[src/rtl/core/mvm_pkg.sv]
package mvm_pkg;

	// Default sizes of the vector store and of one element
	localparam int DEF_MAX_COLS   = 1024;
	localparam int DEF_VALUE_BITS = 16;

	// Configuration registers
	localparam int CFG_IDX_W   = 2;
	localparam int CFG_DATA_W  = 16;
	localparam int NUM_COLS_W  = 11;
	localparam int NUM_ROWS_W  = 16;
	localparam int FIRST_ROW_W = 16;

	localparam logic [CFG_IDX_W-1:0] CFG_NUM_COLS  = 2'd0;
	localparam logic [CFG_IDX_W-1:0] CFG_NUM_ROWS  = 2'd1;
	localparam logic [CFG_IDX_W-1:0] CFG_FIRST_ROW = 2'd2;

	localparam logic [NUM_COLS_W-1:0]  NUM_COLS_RESET  = 11'd1024;
	localparam logic [NUM_ROWS_W-1:0]  NUM_ROWS_RESET  = 16'd1024;
	localparam logic [FIRST_ROW_W-1:0] FIRST_ROW_RESET = 16'd0;

	// Item kinds carried on tuser
	localparam logic CMD_LOAD   = 1'b0;
	localparam logic CMD_MATRIX = 1'b1;

	// Result fields
	localparam int ROW_IDX_W  = 17;
	localparam int ACC_W      = 42;
	localparam int OUT_DATA_W = 64;
	localparam int OUT_PAD_W  = OUT_DATA_W - ROW_IDX_W - ACC_W;

	// Queue between front and back
	localparam int QUEUE_DEPTH = 4;
	localparam int QCNT_W      = $clog2(QUEUE_DEPTH + 1);

	// Per-element control passed from front to back
	typedef struct packed {
		logic                 first;
		logic                 last;
		logic [ROW_IDX_W-1:0] row_index;
	} mvm_ctl_t;

endpackage

[src/rtl/core/mvm_queue.sv]
module mvm_queue import mvm_pkg::*; #(
	parameter int WIDTH = 1
) (
	input  logic              clk,
	input  logic              arst_n,
	input  logic              push,
	input  logic [WIDTH-1:0]  push_data,
	input  logic              pop,
	output logic [WIDTH-1:0]  pop_data,
	output logic              nonempty,
	output logic [QCNT_W-1:0] count
);

	localparam int PTR_W = $clog2(QUEUE_DEPTH);

	logic [WIDTH-1:0] slot_q [QUEUE_DEPTH];
	logic [PTR_W-1:0] wr_q, rd_q;
	logic [QCNT_W-1:0] count_q;

	function automatic logic [PTR_W-1:0] ptr_inc(input logic [PTR_W-1:0] p);
		logic [PTR_W-1:0] r;
		r = (p == PTR_W'(QUEUE_DEPTH - 1)) ? '0 : p + PTR_W'(1);
		return r;
	endfunction

	// Advance pointers and occupancy
	always_ff @(posedge clk or negedge arst_n) begin
		if (!arst_n) begin
			wr_q    <= '0;
			rd_q    <= '0;
			count_q <= '0;
		end else begin
			if (push) begin
				wr_q <= ptr_inc(wr_q);
			end
			if (pop) begin
				rd_q <= ptr_inc(rd_q);
			end
			case ({push, pop})
				2'b10:   count_q <= count_q + QCNT_W'(1);
				2'b01:   count_q <= count_q - QCNT_W'(1);
				default: count_q <= count_q;
			endcase
		end
	end

	// Store the pushed beat
	always_ff @(posedge clk) begin
		if (push) begin
			slot_q[wr_q] <= push_data;
		end
	end

	assign pop_data = slot_q[rd_q];
	assign nonempty = (count_q != '0);
	assign count    = count_q;

endmodule

[config.mk]
export PLATFORM = sky130hd
export DESIGN_NAME = mvm_queue
export DESIGN_NICKNAME = d
export VERILOG_FILES = /design/src/rtl/core/mvm_pkg.sv /design/src/rtl/core/mvm_queue.sv
export SDC_FILE = /design/constraint.sdc
export NUM_CORES = 1
export LEC_CHECK = 0
export BUFFER_PORTS_ARGS = -buffer_cell sky130_fd_sc_hd__clkbuf_2
export CAP_MARGIN = 40
export CORE_MARGIN = 2
export CORE_UTILIZATION = 30
export DETAILED_ROUTE_END_ITERATION = 8
export PLACE_DENSITY = 0.54
export SETUP_SLACK_MARGIN = 0.3
export SYNTH_ARGS = -nofsm -noshare
export SYNTH_HDL_FRONTEND = slang
export SYNTH_SLANG_ARGS = --single-unit
[constraint.sdc]
create_clock -name clk -period 1.4 [get_ports clk]
set_clock_uncertainty 0.05 [all_clocks]
set_input_delay 0.07 -clock clk [delete_from_list [all_inputs] [get_ports clk]]
set_output_delay 0.07 -clock clk [all_outputs]
set_load 0.005 [all_outputs]
==> metrics.md <==
| Metric | Value |
|---|---|
| Overall track demand over capacity in global routing | `8.300%` |
| Average wire length per cell after detail routing | `approximately 11 µm` |
| Max-slew violation count | `0` |
| Synth top area share | `31.96%` |
| Number of library cell types mapped by synthesis | `15` |
| Synthesis Warnings | `0` |
| Antenna diode count | `0` |
| Clock Pin Slew Worst Setup and Hold Paths | `approximately 70 ps` |
| Clock latency reported for the late side of the worst-skew pair | `260 ps` |
| Status | `complete, no violations` |
| CTS buffer count | `3` |
| Overall overflow remaining after global route | `0` |
| Nets@finish | `between 70 and 80` |
| Net switching power figure | `0.4832 mW` |
| Effective utilization at floorplan | `31.74%` |
| Power density of the placed cells | `between 1500 and 2000 mW/mm²` |
| Number of sinks driven by the clock tree | `11` |
| Leading area contributor after synthesis | `sky130_fd_sc_hd__dfrtp_1` |
| Max transition margin | `88.17%` |
| Final hold violation count | `0` |
| Core footprint | `0.001727 mm²` |
| Vias after detailed routing | `~350` |
| Register area share after synthesis | `53.88%` |
| Final worst path period need | `between 1000 and 1500 ps` |
| Critical setup path kind | `reg2out` |
| Min-delay worst type | `in2reg` |
| Area of the mapped netlist | `548.0 µm²` |
| VDD IR max | `~1.0 mV` |
| Die extent in x | `46.74 µm` |
| Critical Path Start Type | `register` |
| Critical path data required time | `1280 ps` |
| FF+latch count, synth | `11` |
| Total power | `1.471 mW` |
| Fraction of layout cells with a size suffix above 1 | `60.00%` |
| Root buffer cell | `sky130_fd_sc_hd__clkbuf_4` |
| Share of the clock period used by the worst path after layout | `98.00%` |
| Die Outline Area | `roughly 0.0022 mm²` |
| Violation count after the first detailed-route iteration | `0` |
| H-tree levels | `1` |
| Router iterations before antenna repair | `1` |
| Top fanout value on the critical path | `2` |
| Max Buffers Root-to-Sink | `2` |
| Global-route wire length before repair | `1214 µm` |
| TritonCTS clock tree | `yes` |
| Count of standard-cell rows | `15` |
| Worst-case setup slack after placement | `29.25 ps` |
| Avg Cell Area, Syn | `14.05 µm²` |
| Chip Height | `approximately 47 µm` |
| Endpoints failing setup | `0` |
| Most used cells in the layout excluding fill and tap cells | `sky130_fd_sc_hd__clkbuf_2, sky130_fd_sc_hd__dfrtp_1, sky130_fd_sc_hd__buf_4` |
| Via density | `4.165` |
| Wire length reported by the detailed router | `895 µm` |
| Fraction of power consumed by combinational cells | `around 45%` |
| Number of global-route vias before repair | `between 300 and 400` |
| Max-capacitance violation count | `0` |
| DRC violations left | `0` |
| RSZ-0062 raised after global routing | `true` |
| Net switching share of the total power | `32.85%` |
| Post-Syn Nets | `51` |
| Area overhead of the layout relative to synthesis | `43.84%` |
| Number of antenna violations at the first check in global routing | `0` |
| Slew at the pin closest to its max-slew limit | `about 180 ps` |
| Main area contributors after synthesis | `sky130_fd_sc_hd__dfrtp_1, sky130_fd_sc_hd__edfxtp_1, sky130_fd_sc_hd__ha_1, sky130_fd_sc_hd__mux2_2, sky130_fd_sc_hd__and2_2` |
| Routed Antenna Nets | `0` |
| Syn Inst Count | `39` |
| Final weighted congestion in routability-driven placement | `0.7740` |
| Detailed-placement wirelength estimate | `612 µm` |
| Flop pwr share | `40.3%` |
| Kind of end point of the critical path | `output pin` |
| Static leakage | `around 0.33 nW` |
| Portion of total power attributed to the clock network | `14.5%` |
| Setup ws final | `between 20 and 30 ps` |
| Worst path arrival time | `1250 ps` |
| Number of top-level design ports | `10` |
| Total of buffers placed on input and output ports | `9` |
| Largest net degree at the start of global routing | `8` |
| Achievable frequency | `0.7289 GHz` |
| Leading cell type in the layout, fill and taps excluded | `sky130_fd_sc_hd__clkbuf_2` |
| Int Power | `0.9877 mW` |
-- sequential cells by signal, indices dropped and copies added, names as in the netlist --
name	flops
slot_q	4
wr_q	2
count	3
rd_q	2
-- worst max-delay path: stages (launching register included) --
cell and delay [ps]:
sky130_fd_sc_hd__dfrtp_1 370, sky130_fd_sc_hd__mux4_2 490, sky130_fd_sc_hd__clkbuf_2 120
-- final timing paths --
check                      startpoint       end  slack, ps  depth (start not counted)
setup / recovery              rd_q[0]  pop_data         30                          2
hold / removal                    pop   rd_q[0]         50                          2
setup reg to reg             count[1]  count[2]         90                          4
hold reg to reg              count[2]  count[2]        440                          1
max in group asynchronous      arst_n   wr_q[1]       1000                          2
min in group asynchronous      arst_n   rd_q[0]        120                          2
-- cells by family (layout without fill, tap and decap cells) --
kind of cell	after synthesis	count (layout)	synth area share [%]
adders and majority gates	7	7	17.35
xor gates and xnor gates	3	3	4.795
and+or+nand+nor	9	9	9.817
AOI/OAI and AO/OA	2	2	1.827
muxes	4	4	10.27
buffers and inverters	3	24	2.055
DFF	11	11	53.88
-- synth_stat cells --
cell type                  number
sky130_fd_sc_hd__xnor2_1        2
sky130_fd_sc_hd__ha_1           6
sky130_fd_sc_hd__fa_1           1
sky130_fd_sc_hd__nor2_1         2
sky130_fd_sc_hd__o21ai_0        2
sky130_fd_sc_hd__mux2_2         3
sky130_fd_sc_hd__and2_2         4
sky130_fd_sc_hd__inv_2          1
sky130_fd_sc_hd__or3_1          2
sky130_fd_sc_hd__inv_1          2
sky130_fd_sc_hd__dfrtp_1        7
sky130_fd_sc_hd__edfxtp_1       4
sky130_fd_sc_hd__nand2_1        1
sky130_fd_sc_hd__xor2_1         1
sky130_fd_sc_hd__mux4_2         1
-- power by group through the flow --
stage / combinational [mW] / sequential [mW] / clock (mW)
after global routing: 0.753 / 0.608 / 0.242
after CTS: 0.532 / 0.562 / 0.223
final: 0.666 / 0.593 / 0.213
after floorplan: 0.291 / 0.560 / 0
after detailed placement: 0.430 / 0.571 / 0
after global placement: 0.429 / 0.572 / 0
-- per-layer routing --
| layer | up-vias | track usage (%) | wire, µm | part of all wire [%] |
|---|---|---|---|---|
| met2 | 5 | 14.17 | 463 | 52 |
| met3 | 0 | 5.769 | 45 | 5.0 |
| met1 | 173 | 9.201 | 386 | 43 |
| met5 | - | 0 | 0 | 0 |
| li1 | 176 | - | - | - |
| met4 | 0 | 0 | 0 | 0 |
-- timing repair --
item                                    in CTS  in global routing
hold endpoints to repair                    11                  0
pin swaps                                    3                  3
endpoints found under the setup margin       8                 10
hold buffers                                 2                  0
setup buffers                                2                  3
gates resized for setup                      8                 14
-- cell type report --
type	count	area (µm²)
Multi-Input combinational cell	25	302.8
Sequential cell	11	297.8
Timing Repair Buffer	17	113.9
Fill cell	180	938.4
Tap cell	25	31.28
Clock buffer	4	26.28
Inverter	3	16.27
-- per-stage QoR --
stage | instances | area, µm² | utilization, % | TNS [ps] | hold WS [ps]
finish | 85 | 788.3 | 45.65 | 0 | 50.59
global route | 85 | 788.3 | 45.65 | -31.96 | 54.96
CTS | 82 | 713.2 | 41.30 | 0 | 49.92
detailed placement | 74 | 634.4 | 36.74 | 0 | -133.1
global placement | 74 | 634.4 | 36.74 | 0 | -134.7
floorplan | 39 | 550.5 | - | 0 | -275.6
Note: power is estimated with default switching activity, not from simulation.
