**src/rtl/core/mvm_pkg.sv**
```systemverilog
package mvm_pkg;

	// Default sizes of the vector store and of one element
	localparam int DEF_MAX_COLS   = 1024;
	localparam int DEF_VALUE_BITS = 16;

	// Configuration registers
	localparam int CFG_IDX_W   = 2;
	localparam int CFG_DATA_W  = 16;
	localparam int NUM_COLS_W  = 11;
	localparam int NUM_ROWS_W  = 16;
	localparam int FIRST_ROW_W = 16;

	localparam logic [CFG_IDX_W-1:0] CFG_NUM_COLS  = 2'd0;
	localparam logic [CFG_IDX_W-1:0] CFG_NUM_ROWS  = 2'd1;
	localparam logic [CFG_IDX_W-1:0] CFG_FIRST_ROW = 2'd2;

	localparam logic [NUM_COLS_W-1:0]  NUM_COLS_RESET  = 11'd1024;
	localparam logic [NUM_ROWS_W-1:0]  NUM_ROWS_RESET  = 16'd1024;
	localparam logic [FIRST_ROW_W-1:0] FIRST_ROW_RESET = 16'd0;

	// Item kinds carried on tuser
	localparam logic CMD_LOAD   = 1'b0;
	localparam logic CMD_MATRIX = 1'b1;

	// Result fields
	localparam int ROW_IDX_W  = 17;
	localparam int ACC_W      = 42;
	localparam int OUT_DATA_W = 64;
	localparam int OUT_PAD_W  = OUT_DATA_W - ROW_IDX_W - ACC_W;

	// Queue between front and back
	localparam int QUEUE_DEPTH = 4;
	localparam int QCNT_W      = $clog2(QUEUE_DEPTH + 1);

	// Per-element control passed from front to back
	typedef struct packed {
		logic                 first;
		logic                 last;
		logic [ROW_IDX_W-1:0] row_index;
	} mvm_ctl_t;

endpackage

```
**src/rtl/core/mvm_back.sv**
```systemverilog
module mvm_back import mvm_pkg::*; #(
	parameter int VALUE_BITS = DEF_VALUE_BITS
) (
	input  logic                         clk,
	input  logic                         arst_n,
	input  logic                         pop_valid,
	output logic                         pop,
	input  mvm_ctl_t                     pop_ctl,
	input  logic signed [VALUE_BITS-1:0] pop_value,
	input  logic signed [VALUE_BITS-1:0] pop_vec,
	output logic                         out_valid,
	input  logic                         out_ready,
	output logic [ROW_IDX_W-1:0]         out_row_index,
	output logic [ACC_W-1:0]             out_dot_product
);

	logic                           adv;
	logic                           valid_s2;
	mvm_ctl_t                       ctl_s2;
	logic signed [2*VALUE_BITS-1:0] prod_s2;
	logic [ACC_W-1:0]               prod_ext, sum, acc_q;
	logic                           out_valid_q;
	logic [ROW_IDX_W-1:0]           out_row_q;
	logic [ACC_W-1:0]               out_dot_q;

	// Move the whole back end whenever the output register can take a beat
	assign adv = !out_valid_q || out_ready;
	assign pop = pop_valid && adv;

	assign prod_ext = ACC_W'(prod_s2);
	assign sum      = ctl_s2.first ? prod_ext : acc_q + prod_ext;

	always_ff @(posedge clk or negedge arst_n) begin
		if (!arst_n) begin
			valid_s2    <= 1'b0;
			out_valid_q <= 1'b0;
		end else if (adv) begin
			valid_s2    <= pop;
			out_valid_q <= valid_s2 && ctl_s2.last;
		end
	end

	// Multiply, then accumulate; a row's last element loads the result register
	always_ff @(posedge clk) begin
		if (adv) begin
			prod_s2 <= (2*VALUE_BITS)'(pop_value) * (2*VALUE_BITS)'(pop_vec);
			ctl_s2  <= pop_ctl;
			if (valid_s2) begin
				acc_q <= sum;
				if (ctl_s2.last) begin
					out_row_q <= ctl_s2.row_index;
					out_dot_q <= sum;
				end
			end
		end
	end

	assign out_valid       = out_valid_q;
	assign out_row_index   = out_row_q;
	assign out_dot_product = out_dot_q;

endmodule

```
**config.mk**
```make
export PLATFORM = sky130hd
export DESIGN_NAME = mvm_back
export DESIGN_NICKNAME = d
export VERILOG_FILES = /design/src/rtl/core/mvm_pkg.sv /design/src/rtl/core/mvm_back.sv
export SDC_FILE = /design/constraint.sdc
export NUM_CORES = 1
export LEC_CHECK = 0
export ABC_AREA = 1
export ABC_CLOCK_PERIOD_IN_PS = 9250
export BUFFER_PORTS_ARGS = -buffer_cell sky130_fd_sc_hd__buf_2
export CORE_ASPECT_RATIO = 0.6
export CORE_UTILIZATION = 45
export CTS_BUF_LIST = sky130_fd_sc_hd__clkbuf_16
export DETAILED_ROUTE_END_ITERATION = 8
export PLACE_DENSITY = 0.7
export SETUP_SLACK_MARGIN = 0.2
export SYNTH_ARGS = -nofsm -noshare
export SYNTH_HDL_FRONTEND = slang
export SYNTH_SLANG_ARGS = --single-unit
```
**constraint.sdc**
```tcl
create_clock -name clk -period 9.25 [get_ports clk]
set_clock_uncertainty 0.05 [all_clocks]
set_input_delay 1.85 -clock clk [delete_from_list [all_inputs] [get_ports clk]]
set_output_delay 1.85 -clock clk [all_outputs]
set_load 0.01 [all_outputs]
```
==> flow_summary.json, run 1 <==
{
  "fill_cells": 4026,
  "place.gp.congestion": 0.9691,
  "placement.io_buffers": 115,
  "drtPass1Iterations": 5,
  "reg2reg_depth": 15,
  "pre_cts_ws_ps": 1236,
  "ios": 116,
  "min_to": "out_row_index[2]",
  "regToRegSetupSlack_ps": 6340,
  "required_ps": 9390,
  "fp.dieArea_sq_um": 43190,
  "drt_iter0_markers": 1526,
  "clk_pin_slew_ps": 70,
  "path_class": "in2reg",
  "min-delay-start": "ctl_s2[2]",
  "max_stage_delay_ps": 780,
  "synth-seq-cells": 154,
  "start_util_pct": 46.37,
  "yosys_warnings": 0,
  "ys.flop_type": "edfxtp_1",
  "synth_cell_types": 38,
  "crit_family": "adder cells",
  "synth_nets": 2797,
  "maxCapViolCount": 0,
  "synth_most_common_cell": "nand2_1",
  "dr_total_vias": 15230,
  "nets": 2871,
  "cts_tree": "done",
  "cts_sinks": 154,
  "grt_pass1_vias": 15180,
  "drc_errors": 0,
  "syn_inst": 2356,
  "synthToLayoutAreaGrowth_pct": 8.611,
  "ctsResizeCount": 0,
  "yosysTopAreaCell": "fa_1",
  "crit_fanout": 16,
  "rows": 57,
  "maxSlewViolCount": 0,
  "synth_edf_count": 152,
  "coreArea_sq_um": 41080,
  "worstPathArrival_ps": 7830,
  "grt_first_pass_wirelength_um": 82640,
  "wire_per_inst_um": 16.96,
  "path_common_cell": "fa_1",
  "synth_area_leaders": "fa_1 (28%), edfxtp_1 (24%), nand2_1 (14%)",
  "ctsLongestPathBuffers": 2,
  "register_area_sq_um": 4614,
  "syn-cell-area_sq_um": 19050,
  "relSlewSlack_pct": 43.12,
  "r2r-end": "out_dot_product[30]",
  "hp-class": "reg2reg",
  "ant_nets": 0,
  "numCtsBuffers": 17,
  "setup_ws_ps": 1566,
  "cp_num_buf_inv": 4,
  "grt_max_degree": 54,
  "syn_area_per_cell_sq_um": 8.086,
  "synthTopCellsByCount": "nand2_1 (717), inv_1 (582), fa_1 (263)",
  "fin_crit_ps": 7684,
  "htreeDepth": 4,
  "cts-root-buf": "clkbuf_16",
  "finalCritPeriodShare_pct": 83.07,
  "ys_seq_area_share_pct": 24.22,
  "finalSetupViolations": 0,
  "grt-ovfl-total": 0,
  "whs_ps": 370.2,
  "multiInputGateArea_sq_um": 12000,
  "hold_buffers": 0,
  "chipHeight_um": 161.4,
  "reg2reg_from": "prod_s2[0]",
  "antenna_cells": 0,
  "clkLatencyLatePin_ps": 440,
  "path_cells": "buf_2 > nand2_1 > inv_1 > fa_1 > fa_1 > fa_1 > fa_1 > fa_1 > inv_1 > fa_1 > inv_1 > ha_1 > a21oi_1 > o21ai_0 > a21oi_1 > nand3_1 > nand3_1 > nand2_1 > nand2_1 > nand2_1",
  "worstHoldPathCells": 0,
  "timing.fmax_ghz": 0.1301,
  "die_width_um": 267.6,
  "async_reset_ff_share_pct": 1.299,
  "hold_violations": 0,
  "finalWirelength_um": 50930,
  "status": "finished, final reports clean",
  "antenna_found_initial": 0,
  "endpoint_kind": "flop",
  "synth.top_cell.area_share_pct": 27.64,
  "cp-start-kind": "primary input",
  "fin_setup_tns_ps": 0,
  "grt_usage_pct": 25.01,
  "rsz0062_at_grt": "no",
  "drive_gt1_share_pct": 8.269,
  "via_per_inst": 5.072,
  "cpMaxStageDelayCell": "fa_1",
  "worstMarginPinSlew_ps": 844.3,
  "cts.repair_timing.setup_buffer_count": 0,
  "dpl.hpwl_um": 42690
}
==> worst max path at each step <==
stage,start,endpoint,slack (ps),cells after the start
floorplan,pop_vec[3],prod_s2[31],1980,23
global placement,pop_vec[1],prod_s2[31],1210,20
detailed placement,pop_vec[1],prod_s2[31],1240,20
CTS,pop_vec[1],prod_s2[31],1680,20
global route,pop_vec[1],prod_s2[31],1210,20
finish,pop_vec[1],prod_s2[31],1570,20
==> cell type report <==
type	count	share of cell area [%]
Sequential cell	154	22.30
Tap cell	560	3.387
Timing Repair Buffer	121	3.000
Clock inverter	15	0.6894
Clock buffer	17	2.056
Multi-Input combinational cell	1553	57.99
Inverter	583	10.58
==> layer usage <==
| metal | track usage [%] | share of wire (%) | vias to the layer above |
|---|---|---|---|
| li1 | - | - | 7169 |
| met1 | 39.53 | 49 | 7411 |
| met2 | 34.72 | 40 | 621 |
| met3 | 5.946 | 9.8 | 31 |
| met4 | 4.130 | 0.99 | 0 |
| met5 | 0 | 0 | - |
==> cell usage in the layout (no fill, tap or decap), types with 17 or more instances in the layout <==
| master | count |
|---|---|
| a21oi_1 | 61 |
| buf_2 | 115 |
| clkbuf_16 | 17 |
| edfxtp_1 | 152 |
| fa_1 | 263 |
| ha_1 | 123 |
| inv_1 | 583 |
| nand2_1 | 717 |
| nand3_1 | 83 |
| nand3b_1 | 17 |
| nand4_1 | 18 |
| nor2_1 | 125 |
| o21ai_0 | 25 |
| xor2_1 | 22 |
==> per-stage QoR <==
step | instance area, sq um | cells | utilization, %
3_5_place_dp | 20120 | 2971 | 48.98
2_1_floorplan | 19050 | 2356 | -
3_3_place_gp | 20120 | 2971 | 48.98
4_1_cts | 20690 | 3003 | 50.37
5_1_grt | 20690 | 3003 | 50.37
6_report | 20690 | 3003 | 50.37
==> cells by family (layout without fill, tap and decap cells) <==
family	count (synthesis)	count (layout)	synth area share, %
adder cells (fa/ha/maj)	386	386	35.72
buffers and inverters	649	736	12.86
XOR/XNOR	37	37	1.701
AND/OR/NAND/NOR	1012	1012	21.94
AO/OA/AOI/OAI	118	118	3.553
flip-flops	154	154	24.22
==> sequential cells by signal, indices dropped and copies added, names as in the netlist <==
register / cells
acc_q: 42
ctl_s2: 19
out_dot_product: 42
out_row_index: 17
out_valid: 1
prod_s2: 32
valid_s2: 1
Power of run 1 is left out: the tool's default activity adds up to more than one toggle a clock period on the data nets, which glitch-free logic cannot reach.
==> run 2, diff against run 1 <==
--- a/config.mk
+++ b/config.mk
@@ -5,14 +5,14 @@
 export SDC_FILE = /design/constraint.sdc
 export NUM_CORES = 1
 export LEC_CHECK = 0
-export ABC_AREA = 1
-export ABC_CLOCK_PERIOD_IN_PS = 9250
+export ABC_AREA = 0
+export ABC_CLOCK_PERIOD_IN_PS = 6200
 export BUFFER_PORTS_ARGS = -buffer_cell sky130_fd_sc_hd__buf_2
 export CORE_ASPECT_RATIO = 0.6
 export CORE_UTILIZATION = 45
 export CTS_BUF_LIST = sky130_fd_sc_hd__clkbuf_16
 export DETAILED_ROUTE_END_ITERATION = 8
-export PLACE_DENSITY = 0.7
+export PLACE_DENSITY = 0.73
 export SETUP_SLACK_MARGIN = 0.2
 export SYNTH_ARGS = -nofsm -noshare
 export SYNTH_HDL_FRONTEND = slang
==> constraint.sdc (replaced) <==
create_clock -name clk -period 6.2 [get_ports clk]
set_clock_uncertainty 0.05 [all_clocks]
set_input_delay 1.24 -clock clk [delete_from_list [all_inputs] [get_ports clk]]
set_output_delay 1.24 -clock clk [all_outputs]
set_load 0.01 [all_outputs]
==> flow_summary.json, run 2 <==
{
  "endpoint_kind": "flop",
  "dpl.hpwl_um": 32060,
  "fill_cells": 3274,
  "ctsLongestPathBuffers": 2,
  "grt_pass1_vias": 13590,
  "syn_area_per_cell_sq_um": 10.35,
  "min-delay-start": "ctl_s2[10]",
  "maxSlewViolCount": 0,
  "violations": "negative setup slack",
  "finalSetupViolations": 9,
  "synth_most_common_cell": "inv_1",
  "rows": 55,
  "synthToLayoutAreaGrowth_pct": 21.53,
  "die_width_um": 254.8,
  "dp.cells": 2395,
  "grt_max_degree": 78,
  "path_common_cell": "fa_1",
  "synth_nets": 2108,
  "cp-start-kind": "primary input",
  "cts_tree": "done",
  "final_util_pct": 55.62,
  "cpMaxStageDelayCell": "fa_1",
  "drt_iter0_markers": 878,
  "antenna_found_initial": 0,
  "chipHeight_um": 153.7,
  "grt_usage_pct": 21.89,
  "path_cells": "buf_12 > and2_4 > fa_1 > inv_2 > fa_2 > fa_1 > fa_1 > inv_2 > fa_1 > inv_1 > fa_1 > inv_2 > ha_4 > and3_4 > and3_4 > a211oi_2 > o21ai_2 > a31oi_4 > nor3b_2 > a2111o_1 > a2111o_1 > o211ai_2",
  "place.gp.congestion": 0.9188,
  "crit_fanout": 5,
  "hold_violations": 0,
  "hp-class": "reg2reg",
  "finalWirelength_um": 39860,
  "syn-cell-area_sq_um": 17260,
  "coreArea_sq_um": 37710,
  "drive_gt1_share_pct": 23.36,
  "cp_num_buf_inv": 5,
  "register_area_sq_um": 4614,
  "ys_seq_area_share_pct": 26.74,
  "antenna_cells": 0,
  "rsz0062_at_grt": "yes",
  "synth_area_leaders": "fa_1 (31%), edfxtp_1 (26%), ha_1 (8.9%)",
  "path_class": "in2reg",
  "start_util_pct": 45.76,
  "grt-ovfl-total": 0,
  "cts-root-buf": "clkbuf_16",
  "htreeDepth": 4,
  "required_ps": 6430,
  "wire_per_inst_um": 16.28,
  "synth_cell_types": 65,
  "fin_setup_tns_ps": -706.8,
  "synth-seq-cells": 154,
  "syn_inst": 1667,
  "status": "complete, but fails checks",
  "synth_edf_count": 152,
  "drtPass1Iterations": 7,
  "numCtsBuffers": 17,
  "worstMarginPinSlew_ps": 799.4,
  "reg2reg_from": "prod_s2[0]",
  "final_cell_mix": "inv_1 (293), fa_1 (249), nand2_1 (173), buf_4 (159), edfxtp_1 (152)",
  "setup_ws_ps": -199.4,
  "relSlewSlack_pct": 46.63,
  "fin_cells": 2448,
  "grt_first_pass_wirelength_um": 68010,
  "ys.flop_type": "edfxtp_1",
  "max_stage_delay_ps": 550,
  "clkLatencyLatePin_ps": 430,
  "hold_buffers": 0,
  "multiInputGateArea_sq_um": 11780,
  "finalCritPeriodShare_pct": 103.2,
  "timing.fmax_ghz": 0.1563,
  "yosys_warnings": 0,
  "worstPathArrival_ps": 6630,
  "fp.dieArea_sq_um": 39160,
  "fin_crit_ps": 6399,
  "via_per_inst": 5.144,
  "layout_commonest_cell": "inv_1",
  "async_reset_ff_share_pct": 1.299,
  "yosysTopAreaCell": "fa_1",
  "synthTopCellsByCount": "inv_1 (317), fa_1 (263), nand2_1 (182)",
  "setup.worst_path.start": "pop_value[7]",
  "placement.io_buffers": 115,
  "clk_pin_slew_ps": 70,
  "nets": 2363,
  "maxCapViolCount": 0,
  "cts_sinks": 154,
  "drc_errors": 0,
  "dr_total_vias": 12590,
  "synth.top_cell.area_share_pct": 30.51,
  "ant_nets": 0,
  "ios": 116,
  "crit_family": "adder cells"
}
## run 2: cell count changes after synthesis, moves of 11 or more
| cell | delta |
|---|---|
| a21o_1 | +29 |
| and2_1 | +123 |
| and3_1 | +11 |
| clkbuf_1 | -18 |
| inv_1 | -265 |
| nand2_1 | -535 |
| nand3_1 | -68 |
| nand3b_1 | -17 |
| nand4_1 | -11 |
| nor2_1 | -71 |
| o21ai_0 | +41 |
| xnor2_1 | +27 |
## run 2: final cells by class
cell class	count	area share, %
Clock buffer	17	2.028
Clock inverter	15	0.8352
Inverter	317	5.697
Multi-Input combinational cell	1147	56.17
Sequential cell	154	22.00
Tap cell	513	3.060
Timing Repair Buffer	285	10.21
## run 2: final timing paths
path,to,depth (start not counted),slack [ps]
min in group asynchronous,valid_s2,1,540
min,out_row_index[10],0,370
min reg2reg,out_row_index[10],0,370
max in group asynchronous,out_valid,1,5460
max,prod_s2[30],22,-200
max reg2reg,acc_q[40],12,2380
## run 2: cells by family after synthesis
kind of cell | after synthesis | share of synthesized area [%]
simple gates | 444 | 12.64
fa+ha+maj | 386 | 39.43
buf+inv | 366 | 8.040
compound gates | 242 | 9.295
flops | 154 | 26.74
xor+xnor | 70 | 3.553
mux | 5 | 0.3045
## run 2: per-stage QoR
stage               area (sq um)  setup slack (ps)  hold slack [ps]
finish                     20970            -199.4            369.5
global route               20970            -310.7            373.9
floorplan                  17610            -404.9            350.3
global placement           19650            -649.1            350.3
CTS                        20710            -134.9            370.4
detailed placement         19650            -779.7            355.2
## run 2: what timing repair did
item                       4_1_cts  5_1_grt
gates resized for setup         98       59
cloned                           2        0
setup endpoints to repair       13       16
pin swaps                       48       29
setup buffers                    9       10
## run 2: per-layer routing
| metal | share of wire [%] | GRT usage, % | vias to the layer above |
|---|---|---|---|
| met5 | 0 | 0 | - |
| met3 | 5.4 | 4.520 | 37 |
| met1 | 45 | 30.76 | 6376 |
| li1 | - | - | 5866 |
| met2 | 48 | 35.26 | 314 |
| met4 | 1.2 | 4.135 | 0 |
## run 2: worst register-to-register path: stages (launching register included)
cell	delay (ps)
edfxtp_1	350
ha_1	220
inv_1	70
fa_1	420
nand2b_1	170
a211oi_1	430
o21ai_0	180
o21bai_1	420
a31oi_1	310
o211ai_1	370
a41oi_1	200
xor2_1	180
o21ai_0	260
Power of run 2 is left out for the same reason.
==> run 3, diff against run 2 <==
--- a/config.mk
+++ b/config.mk
@@ -6,12 +6,13 @@
 export NUM_CORES = 1
 export LEC_CHECK = 0
 export ABC_AREA = 0
-export ABC_CLOCK_PERIOD_IN_PS = 6200
+export ABC_CLOCK_PERIOD_IN_PS = 5600
 export BUFFER_PORTS_ARGS = -buffer_cell sky130_fd_sc_hd__buf_2
 export CORE_ASPECT_RATIO = 0.6
 export CORE_UTILIZATION = 45
 export CTS_BUF_LIST = sky130_fd_sc_hd__clkbuf_16
 export DETAILED_ROUTE_END_ITERATION = 8
+export GPL_TIMING_DRIVEN = 0
 export PLACE_DENSITY = 0.73
 export SETUP_SLACK_MARGIN = 0.2
 export SYNTH_ARGS = -nofsm -noshare
==> constraint.sdc (replaced) <==
create_clock -name clk -period 5.6 [get_ports clk]
set_clock_uncertainty 0.05 [all_clocks]
set_input_delay 1.12 -clock clk [delete_from_list [all_inputs] [get_ports clk]]
set_output_delay 1.12 -clock clk [all_outputs]
set_load 0.01 [all_outputs]
==> flow_summary.json, run 3 (synthesis results as in run 2) <==
{
  "crit_fanout": 8,
  "min_to": "out_row_index[16]",
  "cp-start-kind": "primary input",
  "rows": 55,
  "dpl.hpwl_um": 34150,
  "regToRegSetupSlack_ps": 1790,
  "timing.fmax_ghz": 0.1543,
  "r2r-end": "out_dot_product[40]",
  "grt_max_degree": 56,
  "path_class": "in2reg",
  "reg2reg_depth": 12,
  "maxSlewViolCount": 0,
  "place.gp.congestion": 0.9712,
  "status": "complete, but fails checks",
  "fin_cells": 2413,
  "ant_nets": 0,
  "rsz0062_at_grt": "yes",
  "drtPass1Iterations": 6,
  "worstMarginPinSlew_ps": 817.1,
  "antenna_found_initial": 1,
  "grt-ovfl-total": 0,
  "grt_first_pass_wirelength_um": 72330,
  "wire_per_inst_um": 18.45,
  "violations": "negative setup slack",
  "reg2reg_from": "prod_s2[0]",
  "ios": 116,
  "worstHoldPathCells": 0,
  "register_area_sq_um": 4614,
  "clkLatencyLatePin_ps": 430,
  "dp.cells": 2297,
  "cts-root-buf": "clkbuf_16",
  "hold_violations": 0,
  "clk_pin_slew_ps": 60,
  "relSlewSlack_pct": 45.52,
  "fill_cells": 3276,
  "grt_usage_pct": 24.22,
  "maxCapViolCount": 0,
  "nets": 2328,
  "antenna_cells": 0,
  "fp.dieArea_sq_um": 39160,
  "ctsLongestPathBuffers": 2,
  "cts_tree": "done",
  "via_per_inst": 5.248,
  "required_ps": 5830,
  "setup_ws_ps": -881.5,
  "htreeDepth": 4,
  "dr_total_vias": 12660,
  "die_width_um": 254.8,
  "synthToLayoutAreaGrowth_pct": 23.47,
  "fin_crit_ps": 6482,
  "min-delay-start": "ctl_s2[16]",
  "finalWirelength_um": 44510,
  "layout_commonest_cell": "inv_1",
  "chipHeight_um": 153.7,
  "endpoint_kind": "flop",
  "hp-class": "reg2reg",
  "drive_gt1_share_pct": 21.84,
  "finalSetupViolations": 19,
  "multiInputGateArea_sq_um": 11860,
  "drc_errors": 0,
  "numCtsBuffers": 17,
  "final_cell_mix": "inv_1 (291), fa_1 (247), nand2_1 (172), edfxtp_1 (152), and2_1 (106)",
  "hold_buffers": 0,
  "placement.io_buffers": 115,
  "coreArea_sq_um": 37710,
  "start_util_pct": 45.76,
  "worstPathArrival_ps": 6710,
  "drt_iter0_markers": 1130,
  "cts_sinks": 154,
  "finalCritPeriodShare_pct": 115.7,
  "grt_pass1_vias": 13450
}
==> run 3: cell count changes in the layout (fill, tap and decap cells not counted), moves of 5 or more <==
cell	previous run	this run
buf_6	25	34
buf_8	2	9
clkbuf_1	0	13
clkbuf_16	17	44
buf_4	159	67
ha_4	15	20
==> run 3: worst max-delay path, cell delays in order <==
cell	delay, ps
buf_12	120
clkbuf_16	160
and2_4	150
fa_1	480
inv_1	50
fa_1	510
fa_2	460
fa_1	500
inv_1	50
fa_1	470
inv_1	50
fa_1	490
inv_2	50
ha_4	220
and3_4	200
and3_4	170
a211oi_2	160
o21ai_2	130
a31oi_4	240
nor3b_2	90
a2111o_1	340
a2111o_1	430
o211ai_2	70
==> run 3: worst max path at each step <==
stage,slack (ps),startpoint,to
floorplan,-880,pop_vec[6],prod_s2[30]
global placement,-1670,pop_vec[13],prod_s2[30]
detailed placement,-1690,pop_vec[7],prod_s2[31]
CTS,-810,pop_value[5],prod_s2[30]
global route,-1010,pop_vec[6],prod_s2[30]
finish,-880,pop_vec[6],prod_s2[30]
==> run 3: metrics by stage <==
step	utilization, %	setup WS, ps	TNS (ps)	instance area (sq um)	hold WS, ps
after floorplan	-	-884.8	-7874	17690	350.3
after CTS	55.92	-811.8	-9096	21090	369.0
after global routing	56.50	-1010	-14030	21310	373.4
final	56.50	-881.5	-11760	21310	367.4
after detailed placement	50.24	-1693	-23250	18950	355.2
after global placement	50.13	-1673	-83290	18910	350.8
==> run 3: final cells by class <==
type,instances,share of cell area (%)
inverters,317,5.625
repair buffers,201,7.522
well taps,513,3.012
flip-flops and latches,154,21.66
multi-input cells,1147,55.66
plain buffers,49,3.787
clock inverters,15,0.7399
clock buffers,17,1.996
==> run 3: what timing repair did <==
item                                    4_1_cts  5_1_grt
buffers inserted                             68       12
cloned                                        3        1
endpoints found under the setup margin       22       21
pin swaps                                    68       26
resized for setup                           215       33
==> run 3: routing by layer <==
layer | global-route usage, % | vias up | wire [um]
met5 | 0 | - | 0
li1 | - | 5799 | -
met4 | 3.964 | 0 | 479
met3 | 6.010 | 46 | 3860
met2 | 36.49 | 440 | 19770
met1 | 35.82 | 6378 | 20400
Power of run 3 is left out for the same reason.
